[src/rtl/core/rlpr_pkg.sv]
// Shared constants, command/status types and helpers for the LED pattern renderer.
package rlpr_pkg;

  localparam int TIME_W      = 32;
  localparam int CHAN_W      = 8;
  localparam int PERIOD_W    = 16;
  localparam int GRB_W       = 24;
  localparam int PIX_IDX_W   = 6;
  localparam int MODE_W      = 2;
  localparam int CFG_IDX_W   = 3;
  localparam int CFG_DATA_W  = 16;
  localparam int NUM_W       = 24;
  localparam int DIV_CNT_W   = $clog2(TIME_W + 1);

  localparam int NUM_PIXELS_DEF = 3;

  localparam logic [PERIOD_W-1:0] BREATHE_DEFAULT_MS = 16'd2000;
  localparam logic [PERIOD_W-1:0] BLINK_DEFAULT_MS   = 16'd500;
  localparam logic [CHAN_W-1:0]   FULL_LEVEL         = 8'd255;

  localparam logic [MODE_W-1:0] MODE_OFF     = 2'd0;
  localparam logic [MODE_W-1:0] MODE_SOLID   = 2'd1;
  localparam logic [MODE_W-1:0] MODE_BREATHE = 2'd2;
  localparam logic [MODE_W-1:0] MODE_BLINK   = 2'd3;

  localparam logic [CFG_IDX_W-1:0] REG_MODE   = 3'd0;
  localparam logic [CFG_IDX_W-1:0] REG_RED    = 3'd1;
  localparam logic [CFG_IDX_W-1:0] REG_GREEN  = 3'd2;
  localparam logic [CFG_IDX_W-1:0] REG_BLUE   = 3'd3;
  localparam logic [CFG_IDX_W-1:0] REG_PERIOD = 3'd4;

  typedef struct packed {
    logic cap;
    logic div_mod;
    logic num_load;
    logic div_lvl;
    logic sq_load;
    logic ease_load;
    logic scale_load;
    logic color_load;
    logic commit;
    logic pix_adv;
  } cmd_t;

  typedef struct packed {
    logic div_busy;
    logic changed;
    logic last_pix;
  } sts_t;

  // floor(x / 255), exact for x up to 65279
  function automatic logic [CHAN_W-1:0] div255(input logic [15:0] x);
    logic [16:0] t;
    t = {1'b0, x} + {9'd0, x[15:8]} + 17'd1;
    return t[15:8];
  endfunction

endpackage

[src/rtl/core/rgb_led_pattern_renderer_unit.sv]
// Top level of the RGB LED pattern renderer.
// Each time tick is turned into one GRB color (off, solid, blink or breathe)
// and, when it differs from the last frame sent or after any register write,
// the color goes out once per pixel, pixel_index 0 to NUM_PIXELS-1, with
// last_pixel on the final one. Each tick is evaluated in full, then the frame,
// if one is sent, goes out pixel by pixel and holds under output stall; the
// controller then returns to idle before the next tick is taken. The arithmetic
// uses the one radix-2 divider, which runs 32 steps for the period modulo and
// 32 more for the breathe level. No new tick is taken until the frame has fully
// drained.
module rgb_led_pattern_renderer_unit #(
  parameter int NUM_PIXELS = rlpr_pkg::NUM_PIXELS_DEF
) (
  input  logic                            clk,
  input  logic                            rst,
  input  logic                            cfg_wr_en,
  input  logic [rlpr_pkg::CFG_IDX_W-1:0]  cfg_index,
  input  logic [rlpr_pkg::CFG_DATA_W-1:0] cfg_data,
  input  logic                            in_valid,
  output logic                            in_stall,
  input  logic [rlpr_pkg::TIME_W-1:0]     time_ms,
  output logic                            out_valid,
  input  logic                            out_stall,
  output logic [rlpr_pkg::GRB_W-1:0]      pixel_grb,
  output logic [rlpr_pkg::PIX_IDX_W-1:0]  pixel_index,
  output logic                            last_pixel
);
  import rlpr_pkg::*;

  cmd_t cmd;
  sts_t sts;

  rlpr_ctrl u_ctrl (
    .clk       (clk),
    .rst       (rst),
    .in_valid  (in_valid),
    .in_stall  (in_stall),
    .out_valid (out_valid),
    .out_stall (out_stall),
    .sts       (sts),
    .cmd       (cmd)
  );

  rlpr_dp #(
    .NUM_PIXELS (NUM_PIXELS)
  ) u_dp (
    .clk         (clk),
    .rst         (rst),
    .cfg_wr_en   (cfg_wr_en),
    .cfg_index   (cfg_index),
    .cfg_data    (cfg_data),
    .time_ms     (time_ms),
    .cmd         (cmd),
    .sts         (sts),
    .pixel_grb   (pixel_grb),
    .pixel_index (pixel_index),
    .last_pixel  (last_pixel)
  );

endmodule

[src/rtl/core/rlpr_ctrl.sv]
// Sequencing state machine of the LED pattern renderer.
module rlpr_ctrl (
  input  logic         clk,
  input  logic         rst,
  input  logic         in_valid,
  output logic         in_stall,
  output logic         out_valid,
  input  logic         out_stall,
  input  rlpr_pkg::sts_t sts,
  output rlpr_pkg::cmd_t cmd
);
  import rlpr_pkg::*;

  typedef enum logic [3:0] {
    S_IDLE, S_MOD, S_MOD_WAIT, S_NUM, S_LVL, S_LVL_WAIT,
    S_SQ, S_EASE, S_SCALE, S_COLOR, S_CHECK, S_EMIT
  } state_t;

  state_t state, state_next;

  always_comb begin
    state_next = state;
    cmd        = '0;
    case (state)
      S_IDLE: begin
        if (in_valid) begin
          cmd.cap    = 1'b1;
          state_next = S_MOD;
        end
      end
      S_MOD: begin
        cmd.div_mod = 1'b1;
        state_next  = S_MOD_WAIT;
      end
      S_MOD_WAIT: if (!sts.div_busy) state_next = S_NUM;
      S_NUM: begin
        cmd.num_load = 1'b1;
        state_next   = S_LVL;
      end
      S_LVL: begin
        cmd.div_lvl = 1'b1;
        state_next  = S_LVL_WAIT;
      end
      S_LVL_WAIT: if (!sts.div_busy) state_next = S_SQ;
      S_SQ: begin
        cmd.sq_load = 1'b1;
        state_next  = S_EASE;
      end
      S_EASE: begin
        cmd.ease_load = 1'b1;
        state_next    = S_SCALE;
      end
      S_SCALE: begin
        cmd.scale_load = 1'b1;
        state_next     = S_COLOR;
      end
      S_COLOR: begin
        cmd.color_load = 1'b1;
        state_next     = S_CHECK;
      end
      S_CHECK: begin
        if (sts.changed) begin
          cmd.commit = 1'b1;
          state_next = S_EMIT;
        end else begin
          state_next = S_IDLE;
        end
      end
      S_EMIT: begin
        if (!out_stall) begin
          cmd.pix_adv = 1'b1;
          if (sts.last_pix) state_next = S_IDLE;
        end
      end
      default: state_next = S_IDLE;
    endcase
  end

  always_ff @(posedge clk) begin
    if (rst) begin
      state     <= S_IDLE;
      out_valid <= 1'b0;
    end else begin
      state     <= state_next;
      out_valid <= (state_next == S_EMIT);
    end
  end

  assign in_stall = (state != S_IDLE);

endmodule

[src/rtl/core/rlpr_dp.sv]
// Datapath: config registers, shared divider, easing arithmetic and frame output.
module rlpr_dp #(
  parameter int NUM_PIXELS = rlpr_pkg::NUM_PIXELS_DEF
) (
  input  logic                            clk,
  input  logic                            rst,
  input  logic                            cfg_wr_en,
  input  logic [rlpr_pkg::CFG_IDX_W-1:0]  cfg_index,
  input  logic [rlpr_pkg::CFG_DATA_W-1:0] cfg_data,
  input  logic [rlpr_pkg::TIME_W-1:0]     time_ms,
  input  rlpr_pkg::cmd_t                  cmd,
  output rlpr_pkg::sts_t                  sts,
  output logic [rlpr_pkg::GRB_W-1:0]      pixel_grb,
  output logic [rlpr_pkg::PIX_IDX_W-1:0]  pixel_index,
  output logic                            last_pixel
);
  import rlpr_pkg::*;

  logic [MODE_W-1:0]   mode;
  logic [CHAN_W-1:0]   red, green, blue;
  logic [PERIOD_W-1:0] period;

  logic [TIME_W-1:0]   time_q;
  logic [PERIOD_W-1:0] p, h;

  logic [PERIOD_W-1:0]  dv_rem;
  logic [TIME_W-1:0]    dv_quo;
  logic [PERIOD_W-1:0]  dv_div;
  logic [DIV_CNT_W-1:0] dv_cnt;
  logic [PERIOD_W:0]    dv_shift;
  logic                 dv_ge;
  logic [PERIOD_W:0]    dv_diff;

  logic [PERIOD_W-1:0] ph;
  logic [PERIOD_W-1:0] sel;
  logic [NUM_W-1:0]    num;
  logic [CHAN_W-1:0]   level;
  logic [15:0]         sq;
  logic [CHAN_W-1:0]   eased;
  logic [15:0]         pr, pg, pb;
  logic [GRB_W-1:0]    grb;
  logic [GRB_W-1:0]    set_grb;
  logic [GRB_W-1:0]    last_sent;
  logic                have_sent;
  logic [PIX_IDX_W-1:0] pix;

  assign p = (period != '0) ? period
           : ((mode == MODE_BLINK) ? BLINK_DEFAULT_MS : BREATHE_DEFAULT_MS);
  assign h = p >> 1;

  assign dv_shift = {dv_rem, dv_quo[TIME_W-1]};
  assign dv_diff  = dv_shift - {1'b0, dv_div};
  assign dv_ge    = (dv_shift >= {1'b0, dv_div});

  assign sel     = (dv_rem < h) ? dv_rem : (p - dv_rem);
  assign level   = (dv_quo[TIME_W-1:CHAN_W] != '0) ? FULL_LEVEL : dv_quo[CHAN_W-1:0];
  assign set_grb = {green, red, blue};

  always_ff @(posedge clk) begin
    if (rst) begin
      mode      <= MODE_BREATHE;
      red       <= 8'd255;
      green     <= 8'd0;
      blue      <= 8'd0;
      period    <= 16'd3000;
      last_sent <= '0;
      have_sent <= 1'b0;
      dv_cnt    <= '0;
      pix       <= '0;
    end else begin
      if (cmd.commit) begin
        last_sent <= grb;
        have_sent <= 1'b1;
        pix       <= '0;
      end
      if (cmd.pix_adv) pix <= pix + PIX_IDX_W'(1);
      if (cfg_wr_en) begin
        case (cfg_index)
          REG_MODE: begin
            mode      <= cfg_data[MODE_W-1:0];
            have_sent <= 1'b0;
          end
          REG_RED: begin
            red       <= cfg_data[CHAN_W-1:0];
            have_sent <= 1'b0;
          end
          REG_GREEN: begin
            green     <= cfg_data[CHAN_W-1:0];
            have_sent <= 1'b0;
          end
          REG_BLUE: begin
            blue      <= cfg_data[CHAN_W-1:0];
            have_sent <= 1'b0;
          end
          REG_PERIOD: begin
            period    <= cfg_data[PERIOD_W-1:0];
            have_sent <= 1'b0;
          end
          default: ;
        endcase
      end
      if (cmd.div_mod || cmd.div_lvl) begin
        dv_cnt <= DIV_CNT_W'(TIME_W);
      end else if (dv_cnt != '0) begin
        dv_cnt <= dv_cnt - DIV_CNT_W'(1);
      end
    end
  end

  // divider payload and arithmetic pipeline
  always_ff @(posedge clk) begin
    if (cmd.cap) time_q <= time_ms;
    if (cmd.div_mod) begin
      dv_rem <= '0;
      dv_quo <= time_q;
      dv_div <= p;
    end else if (cmd.div_lvl) begin
      dv_rem <= '0;
      dv_quo <= {{(TIME_W-NUM_W){1'b0}}, num};
      dv_div <= h;
    end else if (dv_cnt != '0) begin
      dv_rem <= dv_ge ? dv_diff[PERIOD_W-1:0] : dv_shift[PERIOD_W-1:0];
      dv_quo <= {dv_quo[TIME_W-2:0], dv_ge};
    end
    if (cmd.num_load) begin
      ph  <= dv_rem;
      num <= NUM_W'(sel) * NUM_W'(FULL_LEVEL);
    end
    if (cmd.sq_load)   sq    <= 16'(level) * 16'(level);
    if (cmd.ease_load) eased <= div255(sq);
    if (cmd.scale_load) begin
      pr <= 16'(red)   * 16'(eased);
      pg <= 16'(green) * 16'(eased);
      pb <= 16'(blue)  * 16'(eased);
    end
    if (cmd.color_load) begin
      case (mode)
        MODE_SOLID:   grb <= set_grb;
        MODE_BLINK:   grb <= (ph < h) ? set_grb : '0;
        MODE_BREATHE: grb <= (h == '0) ? '0 : {div255(pg), div255(pr), div255(pb)};
        default:      grb <= '0;
      endcase
    end
  end

  assign sts.div_busy = (dv_cnt != '0);
  assign sts.changed  = !have_sent || (grb != last_sent);
  assign sts.last_pix = (pix == PIX_IDX_W'(NUM_PIXELS - 1));

  assign pixel_grb   = last_sent;
  assign pixel_index = pix;
  assign last_pixel  = sts.last_pix;

endmodule

[config.mk]
export PLATFORM = sky130hd
export DESIGN_NAME = rgb_led_pattern_renderer_unit
export DESIGN_NICKNAME = d
export VERILOG_FILES = /design/src/rtl/core/rlpr_pkg.sv /design/src/rtl/core/rgb_led_pattern_renderer_unit.sv /design/src/rtl/core/rlpr_ctrl.sv /design/src/rtl/core/rlpr_dp.sv
export SDC_FILE = /design/constraint.sdc
export NUM_CORES = 1
export LEC_CHECK = 0
export BUFFER_PORTS_ARGS = -buffer_cell sky130_fd_sc_hd__clkbuf_2
export CAP_MARGIN = 20
export CORE_MARGIN = 8
export CORE_UTILIZATION = 64
export DETAILED_ROUTE_END_ITERATION = 16
export PLACE_DENSITY = 0.86
export SYNTH_ARGS = -nofsm -noshare
export SYNTH_HDL_FRONTEND = slang
export SYNTH_SLANG_ARGS = --single-unit
export TNS_END_PERCENT = 1
[constraint.sdc]
create_clock -name clk -period 8.7 [get_ports clk]
set_input_delay 1.305 -clock clk [delete_from_list [all_inputs] [get_ports clk]]
set_output_delay 1.305 -clock clk [all_outputs]
set_load 0.02 [all_outputs]
# Word level (Yosys, flattened, before mapping)
# Cells that the tools add are included.
# W data, S select, Z words.
# totals
ff_bits,316
latch_bits,0
mem_bits_rw,0
mem_bits_ro,0
inputBits,56
output_inout_bits,33
elab_cells,127
mem_count,0
# classes
add_sub_neg,12
mul,5
div_mod_pow,0
magnitude_cmp,3
eq_ne,21
shift,0
muxes,40
bitwise,0
n_reduce_logical,22
# op_table
cell,n
$mux W32,3
$mux W16,5
$pmux W24 S3,1
$add A16 B1 Y16 const B,4
$add A16 B8 Y16,4
$mul A8 B8 Y16,4
$mux W24,2
$pmux W4 S12,1
$lt A16 B15 Y1,2
$sub A16 B16 Y16,2
$mul A16 B8 Y24 const B,1
$mux W4,6
$mux W6,4
$ne A24 B24 Y1,1
$reduce_bool A24 Y1,1
$eq A4 B4 Y1 const B,5
$ge A17 B16 Y1,1
$eq A4 B3 Y1 const B,4
$logic_not A16 Y1,1
$mux W1,16
$reduce_bool A16 Y1,1
$mux W11,1
$reduce_and A2 Y1,5
$eq A4 B2 Y1 const B,2
20 further kinds,26

# Depth between registers and ports, before layout
# Gate-level depths: netlist (run 1).
# depth
depth_word,7
mapped_depth,34
depth_no_buf,32

# Modules after synthesis
# Synthesis (run 1) repeated with hierarchy kept, for this count alone.
# unflattened
cells_unflattened,2666
hier_area_um2,26371.5
# modules_own_cells
mod,n_inst,cells_per_inst,area_each_um2
rlpr_dp,1,2616,25962.4
rlpr_ctrl,1,50,409.1

# Worst setup path after synthesis (run 1)
# Ideal clock, no wire load.
# synth_path
path_type,reg2reg
startpoint,register u_dp.period[1]
endpoint,"register u_dp.num[22], data pin"
setup_time_ns,0.263
t_arrival_ns,7.134
setup_slack_ns,1.304
stages_incl_launch_ff,31
synth_period_minus_slack_ns,7.396
path_cell_list,dfxtp_1 -> nor4_1 -> and4_1 -> and2_1 -> clkbuf_1 -> a21oi_1 -> ha_1 -> a21o_1 -> a21o_1 -> a21o_1 -> a21oi_1 -> nor2b_1 -> o21ai_1 -> nand3_4 -> clkbuf_1 -> a21oi_1 -> fa_1 -> fa_1 -> fa_1 -> inv_1 -> fa_1 -> inv_1 -> ha_1 -> nor2b_1 -> a31o_2 -> o41ai_2 -> o21ai_1 -> nor4_2 -> o31ai_1 -> o41ai_2 -> xnor2_1
# synth_between
elab_chain_len,5
elab_cells_between_ends,6
classes_between,add/sub: 1; mul: 1; order compare: 1; mux: 2; reduce/logical: 1
# synth_rtl
item,line_no,text
"start, declared",rlpr_dp.sv:21,logic [PERIOD_W-1:0] period;
"start signal, assigned",rlpr_dp.sv:96,period <= cfg_data[PERIOD_W-1:0];
$reduce_bool A16 Y1,rlpr_dp.sv:47,assign p = (period != '0) ? period
$mux W16 *,rlpr_dp.sv:47,
$sub A16 B16 Y16 or $lt A16 B15 Y1 (tied branches),rlpr_dp.sv:55,assign sel = (dv_rem < h) ? dv_rem : (p - dv_rem);
$mux W16 *,rlpr_dp.sv:55,
via u_dp.sel[0],rlpr_dp.sv:35,logic [PERIOD_W-1:0] sel;
$mul A16 B8 Y24 *,rlpr_dp.sv:127,num <= NUM_W'(sel) * NUM_W'(FULL_LEVEL);
"end signal, assigned",rlpr_dp.sv:127,
"end, declared",rlpr_dp.sv:36,logic [NUM_W-1:0] num;
# Mark *: on every way through the listed nets, which the timed path passes. The rest lies on a longest branch.
# A chain may end at the register's enable or synchronous reset.

# Final worst setup path (run 1)
# layout_path
startpoint,register u_dp.period[12]
endpoint,"register u_dp.num[21], data pin"
# layout_between
elab_chain_len,5
elab_cells_between_ends,6
classes_between,add/sub: 1; mul: 1; order compare: 1; mux: 2; reduce/logical: 1
# layout_rtl
item,line_no
$reduce_bool A16 Y1,rlpr_dp.sv:47
$mux W16 *,rlpr_dp.sv:47
$sub A16 B16 Y16 or $lt A16 B15 Y1 (tied branches),rlpr_dp.sv:55
$mux W16 *,rlpr_dp.sv:55
$mul A16 B8 Y24 *,rlpr_dp.sv:127
# Every way passes the cells marked *; elsewhere a longest branch is shown, timed or not.

==> report_table.html, run 1 <==
<table>
<tr><th>Metric</th><th>Value</th></tr>
<tr><th colspan="2">Global route</th></tr>
<tr><td>Global routing usage summed across all routing layers</td><td>0.263</td></tr>
<tr><td>Overall overflow remaining after global route</td><td>0</td></tr>
<tr><td>Antenna violations before repair</td><td>0</td></tr>
<tr><td>Wire length of the first global-routing pass</td><td>~100000 um</td></tr>
<tr><td>Pin count of the biggest net entering global routing</td><td>a little over 80</td></tr>
<tr><td>Number of global-route vias before repair</td><td>about 20000</td></tr>
<tr><th colspan="2">Clocking</th></tr>
<tr><td>Maximum number of buffers from clock root to sink</td><td>3</td></tr>
<tr><td>H-Tree Depth</td><td>2</td></tr>
<tr><td>Root Buffer Master</td><td>sky130_fd_sc_hd__clkbuf_16</td></tr>
<tr><td>Clock slew seen by the registers of the worst setup and hold paths</td><td>0.07 ns</td></tr>
<tr><td>Hold Buf Count CTS</td><td>0</td></tr>
<tr><td>Number of buffers inserted during clock tree synthesis</td><td>36</td></tr>
<tr><td>Buffers inserted by post-CTS timing repair</td><td>0</td></tr>
<tr><td>Post-CTS sizing</td><td>0</td></tr>
<tr><td>Total number of clock tree sinks</td><td>roughly 320</td></tr>
<tr><td>Later-pin clock latency in the skew report</td><td>about 0.56 ns</td></tr>
<tr><td>TritonCTS clock tree</td><td>yes</td></tr>
<tr><th colspan="2">Cells and area</th></tr>
<tr><td>Growth of design area from synthesis to finish</td><td>7.93%</td></tr>
<tr><td>Share of layout cells above drive strength 1</td><td>0.0745</td></tr>
<tr><td>Number of fillers in the final layout</td><td>2862</td></tr>
<tr><td>Number of nets in the layout</td><td>3235</td></tr>
<tr><td>Area used by multi-input combinational logic</td><td>between 15000 and 20000 sq um</td></tr>
<tr><td>Number of diodes added for antenna fixing</td><td>0</td></tr>
<tr><td>Seq. cell area</td><td>8460 sq um</td></tr>
<tr><th colspan="2">Synthesis</th></tr>
<tr><td>Seq cells post-synth</td><td>roughly 320</td></tr>
<tr><td>Library cell with the largest summed area after synthesis</td><td>sky130_fd_sc_hd__edfxtp_1</td></tr>
<tr><td>Number of unique standard cell types used by synthesis</td><td>73</td></tr>
<tr><td>Net count after synthesis</td><td>3197</td></tr>
<tr><td>Portion of the post-synthesis area used by sequential elements</td><td>0.324</td></tr>
<tr><td>Top cells by instance count after synthesis</td><td>346 x sky130_fd_sc_hd__inv_1, 274 x sky130_fd_sc_hd__nand2_1, 271 x sky130_fd_sc_hd__ha_1, 215 x sky130_fd_sc_hd__edfxtp_1, 201 x sky130_fd_sc_hd__nor2_1</td></tr>
<tr><td>Count of yosys warnings during synthesis</td><td>0</td></tr>
<tr><td>Post-synth top area share</td><td>0.248</td></tr>
<tr><td>Area contributors post-synth</td><td>sky130_fd_sc_hd__edfxtp_1 25%, sky130_fd_sc_hd__fa_1 15%, sky130_fd_sc_hd__ha_1 13%</td></tr>
<tr><td>Post-synth EDFFs</td><td>215</td></tr>
<tr><td>Post-Synthesis Mean Instance Area</td><td>9.75 sq um</td></tr>
<tr><td>Prevailing post-synth register cell</td><td>sky130_fd_sc_hd__edfxtp_1</td></tr>
<tr><td>Synth Cell Area</td><td>26100 sq um</td></tr>
<tr><td>Cell with the most instances after synthesis</td><td>sky130_fd_sc_hd__inv_1</td></tr>
<tr><td>Async set-or-reset flop fraction in the synthesized netlist</td><td>0</td></tr>
<tr><td>Cell count after synthesis</td><td>approximately 2700</td></tr>
<tr><th colspan="2">Setup path</th></tr>
<tr><td>CP Capture Type</td><td>flip-flop</td></tr>
<tr><td>Endpoint of the lowest-slack register-to-register path</td><td>u_dp.num[21]</td></tr>
<tr><td>Startpoint of the worst setup timing path</td><td>u_dp.period[12]</td></tr>
<tr><td>Register-to-Register Setup Slack</td><td>0.45 ns</td></tr>
<tr><td>Cell depth of the worst flop-to-flop path</td><td>32</td></tr>
<tr><td>Nature of the critical path startpoint</td><td>flip-flop</td></tr>
<tr><td>Cell occurring most often along the worst timing path</td><td>sky130_fd_sc_hd__a21o_1</td></tr>
<tr><td>Critical path data arrival time</td><td>8.62 ns</td></tr>
<tr><td>Worst setup path endpoint</td><td>u_dp.num[21]</td></tr>
<tr><td>Crit path kind</td><td>reg2reg</td></tr>
<tr><td>Critical path's largest stage delay</td><td>0.55 ns</td></tr>
<tr><td>Critical path fanouts, max</td><td>37</td></tr>
<tr><td>Required time reported for the critical path endpoint</td><td>9.07 ns</td></tr>
<tr><td>Worst reg2reg path startpoint</td><td>u_dp.period[12]</td></tr>
<tr><td>Cell type of the slowest stage on the worst timing path</td><td>sky130_fd_sc_hd__fa_1</td></tr>
<tr><th colspan="2">Hold path</th></tr>
<tr><td>Worst hold-check path type</td><td>reg2reg</td></tr>
<tr><th colspan="2">Drt</th></tr>
<tr><td>Ratio of routed vias to standard cells</td><td>just under 6</td></tr>
<tr><td>1st-pass router iterations</td><td>8</td></tr>
<tr><td>Drt first-iter violations</td><td>roughly 1800</td></tr>
<tr><td>Sum of routed wire length over all layers</td><td>62000 um</td></tr>
<tr><td>Vias after detailed routing</td><td>just under 20000</td></tr>
<tr><td>DR WL/cell</td><td>19.0 um</td></tr>
<tr><td>Remaining number of nets flagged by the antenna check after routing</td><td>0</td></tr>
<tr><td>DRC errors left</td><td>0</td></tr>
<tr><th colspan="2">Timing</th></tr>
<tr><td>Total of endpoints with negative setup slack in the final report</td><td>0</td></tr>
<tr><td>Max Freq</td><td>121 MHz</td></tr>
<tr><td>Final period util</td><td>0.949</td></tr>
<tr><td>Final critical-path setup slack</td><td>0.446 ns</td></tr>
<tr><td>Unrepaired setup endpoints after global routing</td><td>false</td></tr>
<tr><td>Final Max Tran Viols</td><td>0</td></tr>
<tr><td>Setup TNS</td><td>0 ns</td></tr>
<tr><td>Min Clock Period, post-route</td><td>approximately 8.3 ns</td></tr>
<tr><td>Fin Clk Skew</td><td>0.0177 ns</td></tr>
<tr><td>Slew of the pin with the lowest slew margin</td><td>1.15 ns</td></tr>
<tr><td>Hold violation count in the final report</td><td>0</td></tr>
<tr><td>Slew Limit Headroom</td><td>0.227</td></tr>
<tr><th colspan="2">Die</th></tr>
<tr><td>Top-level I/O count</td><td>89</td></tr>
<tr><td>Vert. Die Dim</td><td>218 um</td></tr>
<tr><td>Starting density of the core</td><td>0.643</td></tr>
<tr><td>Die extent in x</td><td>218 um</td></tr>
<tr><td>Std cell rows</td><td>74</td></tr>
<tr><td>Area of the placeable core</td><td>40600 sq um</td></tr>
<tr><td>Die Outline Area</td><td>47400 sq um</td></tr>
<tr><th colspan="2">Run</th></tr>
<tr><td>Reported max-cap violation count</td><td>0</td></tr>
<tr><th colspan="2">Placed design</th></tr>
<tr><td>Weighted congestion at the end of routability-driven global placement</td><td>between 0.9 and 1</td></tr>
<tr><td>Pre-CTS setup slack</td><td>0.511 ns</td></tr>
<tr><td>Detailed-placement wirelength estimate</td><td>46300 um</td></tr>
<tr><td># port buffers</td><td>88</td></tr>
<tr><th colspan="2">Run status</th></tr>
<tr><td>Status</td><td>completed</td></tr>
</table>
cell usage in the layout, fill, tap and decap left out, types with 16 or more instances in the layout:
cell                        netlist  final
sky130_fd_sc_hd__o21a_1          29     29
sky130_fd_sc_hd__xor2_1          34     34
sky130_fd_sc_hd__a21oi_1        167    165
sky130_fd_sc_hd__and2_1         119    119
sky130_fd_sc_hd__mux2i_1         45     45
sky130_fd_sc_hd__clkbuf_2         0     88
sky130_fd_sc_hd__nand3b_1        19     19
sky130_fd_sc_hd__nor3_1          32     29
sky130_fd_sc_hd__ha_1           271    271
sky130_fd_sc_hd__nand2_1        274    273
sky130_fd_sc_hd__nor2_1         201    200
sky130_fd_sc_hd__fa_1           196    196
sky130_fd_sc_hd__nor2b_1         28     28
sky130_fd_sc_hd__dfxtp_1        100    100
sky130_fd_sc_hd__o2bb2ai_1       24     24
sky130_fd_sc_hd__o21ai_0         64     64
sky130_fd_sc_hd__edfxtp_1       215    215
sky130_fd_sc_hd__a21o_1          27     27
sky130_fd_sc_hd__clkbuf_16        0     36
sky130_fd_sc_hd__nand4_1         16     16
sky130_fd_sc_hd__nand3_1         32     32
sky130_fd_sc_hd__xnor2_1        135    135
sky130_fd_sc_hd__inv_1          346    346
per-stage QoR:
stage / util / instance area (sq um) / cells / hold slack (ns)
floorplan: - / 26100 / 2674 / 0.449
global placement: 0.663 / 26900 / 3204 / 0.462
detailed placement: 0.663 / 26900 / 3204 / 0.474
CTS: 0.693 / 28100 / 3269 / 0.482
global route: 0.694 / 28100 / 3271 / 0.512
finish: 0.694 / 28100 / 3271 / 0.483
sequential cells by signal, indices dropped and copies added, names as in the netlist, 8 cells and up:
signal and count:
u_dp.dv_quo 32, u_dp.time_q 32, u_dp.grb 24, u_dp.num 24, u_dp.pixel_grb 24, u_dp.dv_div 16
u_dp.dv_rem 16, u_dp.pb 16, u_dp.period 16, u_dp.pg 16, u_dp.ph 16, u_dp.pr 16
u_dp.sq 15, u_dp.blue 8, u_dp.eased 8, u_dp.green 8, u_dp.red 8
cells by family after synthesis:
kind of cell             after synthesis  synth area share
flip-flops                           315             0.324
XOR/XNOR                             171            0.0580
AO/OA/AOI/OAI                        431             0.106
AND/OR/NAND/NOR                      781             0.141
multiplexers                          54            0.0223
buffers and inverters                452            0.0666
adder cells (fa/ha/maj)              470             0.282
worst max-delay path: cells and delay by family, from the launching register on:
kind | cells | cell delay, ns
fa+ha+maj | 6 | 2.76
flops | 1 | 0.35
compound gates | 13 | 2.71
simple gates | 9 | 1.77
buf+inv | 4 | 0.45
worst min-delay path by stage:
stage                       start                  to  slack [ns]  depth (start not counted)
2_1_floorplan     u_dp.period[10]     u_dp.period[10]        0.45                          2
3_3_place_gp      u_dp.period[10]     u_dp.period[10]        0.46                          2
3_5_place_dp       u_dp.period[0]      u_dp.period[0]        0.47                          2
4_1_cts            u_dp.period[0]      u_dp.period[0]        0.48                          2
5_1_grt        u_dp.pixel_grb[21]  u_dp.pixel_grb[21]        0.51                          2
6_report           u_dp.period[0]      u_dp.period[0]        0.48                          2
layer usage:
| metal | vias up | wire length [um] | part of all wire | global-route usage |
|---|---|---|---|---|
| met3 | 183 | 4760 | 0.077 | 0.0456 |
| met5 | - | 0 | 0 | 0 |
| li1 | 9038 | - | - | - |
| met2 | 876 | 29900 | 0.48 | 0.447 |
| met1 | 9427 | 25200 | 0.41 | 0.336 |
| met4 | 0 | 2090 | 0.034 | 0.0938 |
cell type report:
cell class / count / share of cell area
Clock buffer: 45 / 0.0339
Tap cell: 532 / 0.0237
Multi-Input combinational cell: 1908 / 0.566
Inverter: 348 / 0.0464
Clock inverter: 20 / 0.00881
Timing Repair Buffer: 103 / 0.0201
Sequential cell: 315 / 0.301
Power of run 1 is not shown: default switching activity piles up to over one toggle a cycle in this logic, so the estimate is an artifact.
==> inputs of run 2 (changes only) <==
--- a/config.mk
+++ b/config.mk
@@ -7,10 +7,12 @@
 export LEC_CHECK = 0
 export BUFFER_PORTS_ARGS = -buffer_cell sky130_fd_sc_hd__clkbuf_2
 export CAP_MARGIN = 20
+export CORE_ASPECT_RATIO = 1.1
 export CORE_MARGIN = 8
 export CORE_UTILIZATION = 64
 export DETAILED_ROUTE_END_ITERATION = 16
 export PLACE_DENSITY = 0.86
+export SLEW_MARGIN = 10
 export SYNTH_ARGS = -nofsm -noshare
 export SYNTH_HDL_FRONTEND = slang
 export SYNTH_SLANG_ARGS = --single-unit
==> report_table.html, run 2 (same netlist as run 1, synthesis figures left out) <==
<table>
<tr><th>Metric</th><th>Value</th></tr>
<tr><th colspan="2">Drt</th></tr>
<tr><td>DR WL/cell</td><td>about 19 um</td></tr>
<tr><td>DRC errors left</td><td>0</td></tr>
<tr><td>Remaining number of nets flagged by the antenna check after routing</td><td>0</td></tr>
<tr><td>Drt first-iter violations</td><td>1628</td></tr>
<tr><td>1st-pass router iterations</td><td>8</td></tr>
<tr><td>Ratio of routed vias to standard cells</td><td>6.03</td></tr>
<tr><td>Sum of routed wire length over all layers</td><td>just over 60000 um</td></tr>
<tr><td>Vias after detailed routing</td><td>19630</td></tr>
<tr><th colspan="2">Setup path</th></tr>
<tr><td>Cell type of the slowest stage on the worst timing path</td><td>sky130_fd_sc_hd__fa_1</td></tr>
<tr><td>Endpoint of the lowest-slack register-to-register path</td><td>u_dp.num[21]</td></tr>
<tr><td>CP Capture Type</td><td>flip-flop</td></tr>
<tr><td>Cell occurring most often along the worst timing path</td><td>sky130_fd_sc_hd__a21o_1</td></tr>
<tr><td>Critical path's largest stage delay</td><td>0.58 ns</td></tr>
<tr><td>Critical path fanouts, max</td><td>31</td></tr>
<tr><td>Register-to-Register Setup Slack</td><td>0.55 ns</td></tr>
<tr><td>Crit path kind</td><td>reg2reg</td></tr>
<tr><td>Required time reported for the critical path endpoint</td><td>9.06 ns</td></tr>
<tr><td>Cell depth of the worst flop-to-flop path</td><td>33</td></tr>
<tr><td>Critical path data arrival time</td><td>approximately 8.5 ns</td></tr>
<tr><td>Worst reg2reg path startpoint</td><td>u_dp.period[1]</td></tr>
<tr><td>Nature of the critical path startpoint</td><td>flip-flop</td></tr>
<tr><th colspan="2">Placed design</th></tr>
<tr><td>Weighted congestion at the end of routability-driven global placement</td><td>0.971</td></tr>
<tr><td># port buffers</td><td>88</td></tr>
<tr><td>Detailed-placement wirelength estimate</td><td>46500 um</td></tr>
<tr><td>Post-detailed-placement cell area</td><td>26900 sq um</td></tr>
<tr><th colspan="2">Timing</th></tr>
<tr><td>Max Freq</td><td>123 MHz</td></tr>
<tr><td>Total of endpoints with negative setup slack in the final report</td><td>0</td></tr>
<tr><td>Slew of the pin with the lowest slew margin</td><td>1.03 ns</td></tr>
<tr><td>Hold violation count in the final report</td><td>0</td></tr>
<tr><td>Min Clock Period, post-route</td><td>8.15 ns</td></tr>
<tr><td>Fin Clk Skew</td><td>0.0265 ns</td></tr>
<tr><td>Unrepaired setup endpoints after global routing</td><td>false</td></tr>
<tr><td>Final period util</td><td>0.937</td></tr>
<tr><td>Slew Limit Headroom</td><td>0.311</td></tr>
<tr><td>Setup TNS</td><td>0 ns</td></tr>
<tr><td>Final Max Tran Viols</td><td>0</td></tr>
<tr><th colspan="2">Cells and area</th></tr>
<tr><td>Growth of design area from synthesis to finish</td><td>7.75%</td></tr>
<tr><td>Number of diodes added for antenna fixing</td><td>0</td></tr>
<tr><td>Top flop regs</td><td>u_dp.dv_quo x32, u_dp.time_q x32</td></tr>
<tr><td>Share of layout cells above drive strength 1</td><td>0.0737</td></tr>
<tr><td>Finished Cell Area</td><td>about 28000 sq um</td></tr>
<tr><td>Leading cell types in the layout, fill and taps excluded</td><td>346 x sky130_fd_sc_hd__inv_1, 273 x sky130_fd_sc_hd__nand2_1, 271 x sky130_fd_sc_hd__ha_1</td></tr>
<tr><td>Number of nets in the layout</td><td>3237</td></tr>
<tr><td>Leading cell type in the layout, fill and taps excluded</td><td>sky130_fd_sc_hd__inv_1</td></tr>
<tr><th colspan="2">Global route</th></tr>
<tr><td>Overall overflow remaining after global route</td><td>0</td></tr>
<tr><td>Number of global-route vias before repair</td><td>a little over 20000</td></tr>
<tr><td>Pin count of the biggest net entering global routing</td><td>82</td></tr>
<tr><td>Global routing usage summed across all routing layers</td><td>0.264</td></tr>
<tr><td>Wire length of the first global-routing pass</td><td>between 100000 and 150000 um</td></tr>
<tr><td>Antenna violations before repair</td><td>0</td></tr>
<tr><th colspan="2">Hold path</th></tr>
<tr><td>Hold depth</td><td>2</td></tr>
<tr><td>Worst hold-check path type</td><td>reg2reg</td></tr>
<tr><td>Hold Path Sink</td><td>u_dp.pixel_grb[18]</td></tr>
<tr><td>Min-Delay Startpoint</td><td>u_dp.pixel_grb[18]</td></tr>
<tr><th colspan="2">Clocking</th></tr>
<tr><td>H-Tree Depth</td><td>2</td></tr>
<tr><td>Buffers inserted by post-CTS timing repair</td><td>0</td></tr>
<tr><td>Later-pin clock latency in the skew report</td><td>0.57 ns</td></tr>
<tr><td>TritonCTS clock tree</td><td>yes</td></tr>
<tr><td>Clock slew seen by the registers of the worst setup and hold paths</td><td>0.06 ns</td></tr>
<tr><td>Root Buffer Master</td><td>sky130_fd_sc_hd__clkbuf_16</td></tr>
<tr><td>Total number of clock tree sinks</td><td>315</td></tr>
<tr><td>Number of buffers inserted during clock tree synthesis</td><td>36</td></tr>
<tr><td>Maximum number of buffers from clock root to sink</td><td>3</td></tr>
<tr><th colspan="2">Die</th></tr>
<tr><td>Die extent in x</td><td>208 um</td></tr>
<tr><td>Std cell rows</td><td>77</td></tr>
<tr><td>Starting density of the core</td><td>0.649</td></tr>
<tr><td>Vert. Die Dim</td><td>between 200 and 250 um</td></tr>
<tr><td>Die Outline Area</td><td>47500 sq um</td></tr>
<tr><td>Top-level I/O count</td><td>89</td></tr>
<tr><td>Area of the placeable core</td><td>about 40000 sq um</td></tr>
<tr><th colspan="2">Run</th></tr>
<tr><td>Reported max-cap violation count</td><td>0</td></tr>
<tr><th colspan="2">Run status</th></tr>
<tr><td>Status</td><td>completed</td></tr>
</table>
## run 2: area by class of cell
cell class | count | area [sq um]
clock buffers | 44 | 952
flip-flops and latches | 315 | 8460
well taps | 513 | 642
inverters | 348 | 1310
clock inverters | 22 | 206
repair buffers | 106 | 587
multi-input cells | 1907 | 15900
fillers | 2761 | 12100
## run 2: critical path: cells and delay by family, from the launching register on
family | cells | cell delay [ns]
buffers and inverters | 5 | 0.70
AO/OA/AOI/OAI | 13 | 2.65
AND/OR/NAND/NOR | 9 | 1.35
flip-flops | 1 | 0.49
adder cells (fa/ha/maj) | 6 | 2.74
## run 2: layer usage
layer  GRT usage  share of wire  vias up
li1            -              -     9051
met1       0.305           0.38     9561
met2       0.474           0.50      822
met3      0.0477          0.074      196
met4       0.123          0.043        0
met5           0              0        -
## run 2: worst max path at each step
stage	slack, ns	endpoint	start
after CTS	0.46	u_dp.num[21]	u_dp.period[1]
final	0.55	u_dp.num[21]	u_dp.period[1]
after global placement	0.86	u_dp.num[21]	u_dp.period[1]
after detailed placement	0.48	u_dp.num[21]	u_dp.period[1]
after floorplan	1.30	u_dp.num[22]	u_dp.period[1]
after global routing	0.10	u_dp.num[21]	u_dp.period[1]
## run 2: what timing repair did
action                     in CTS  in global routing
gates resized for setup         0                  5
setup endpoints to repair       0                  2
hold buffers                    0                  0
## run 2: through the flow
step	hold WS (ns)	worst slack, ns	std cells	util
2_1_floorplan	0.449	1.30	2674	-
3_3_place_gp	0.461	0.860	3187	0.669
3_5_place_dp	0.474	0.481	3187	0.669
4_1_cts	0.484	0.463	3253	0.698
5_1_grt	0.500	0.103	3255	0.699
6_report	0.485	0.552	3255	0.699
Power of run 2 is left out for the same reason.
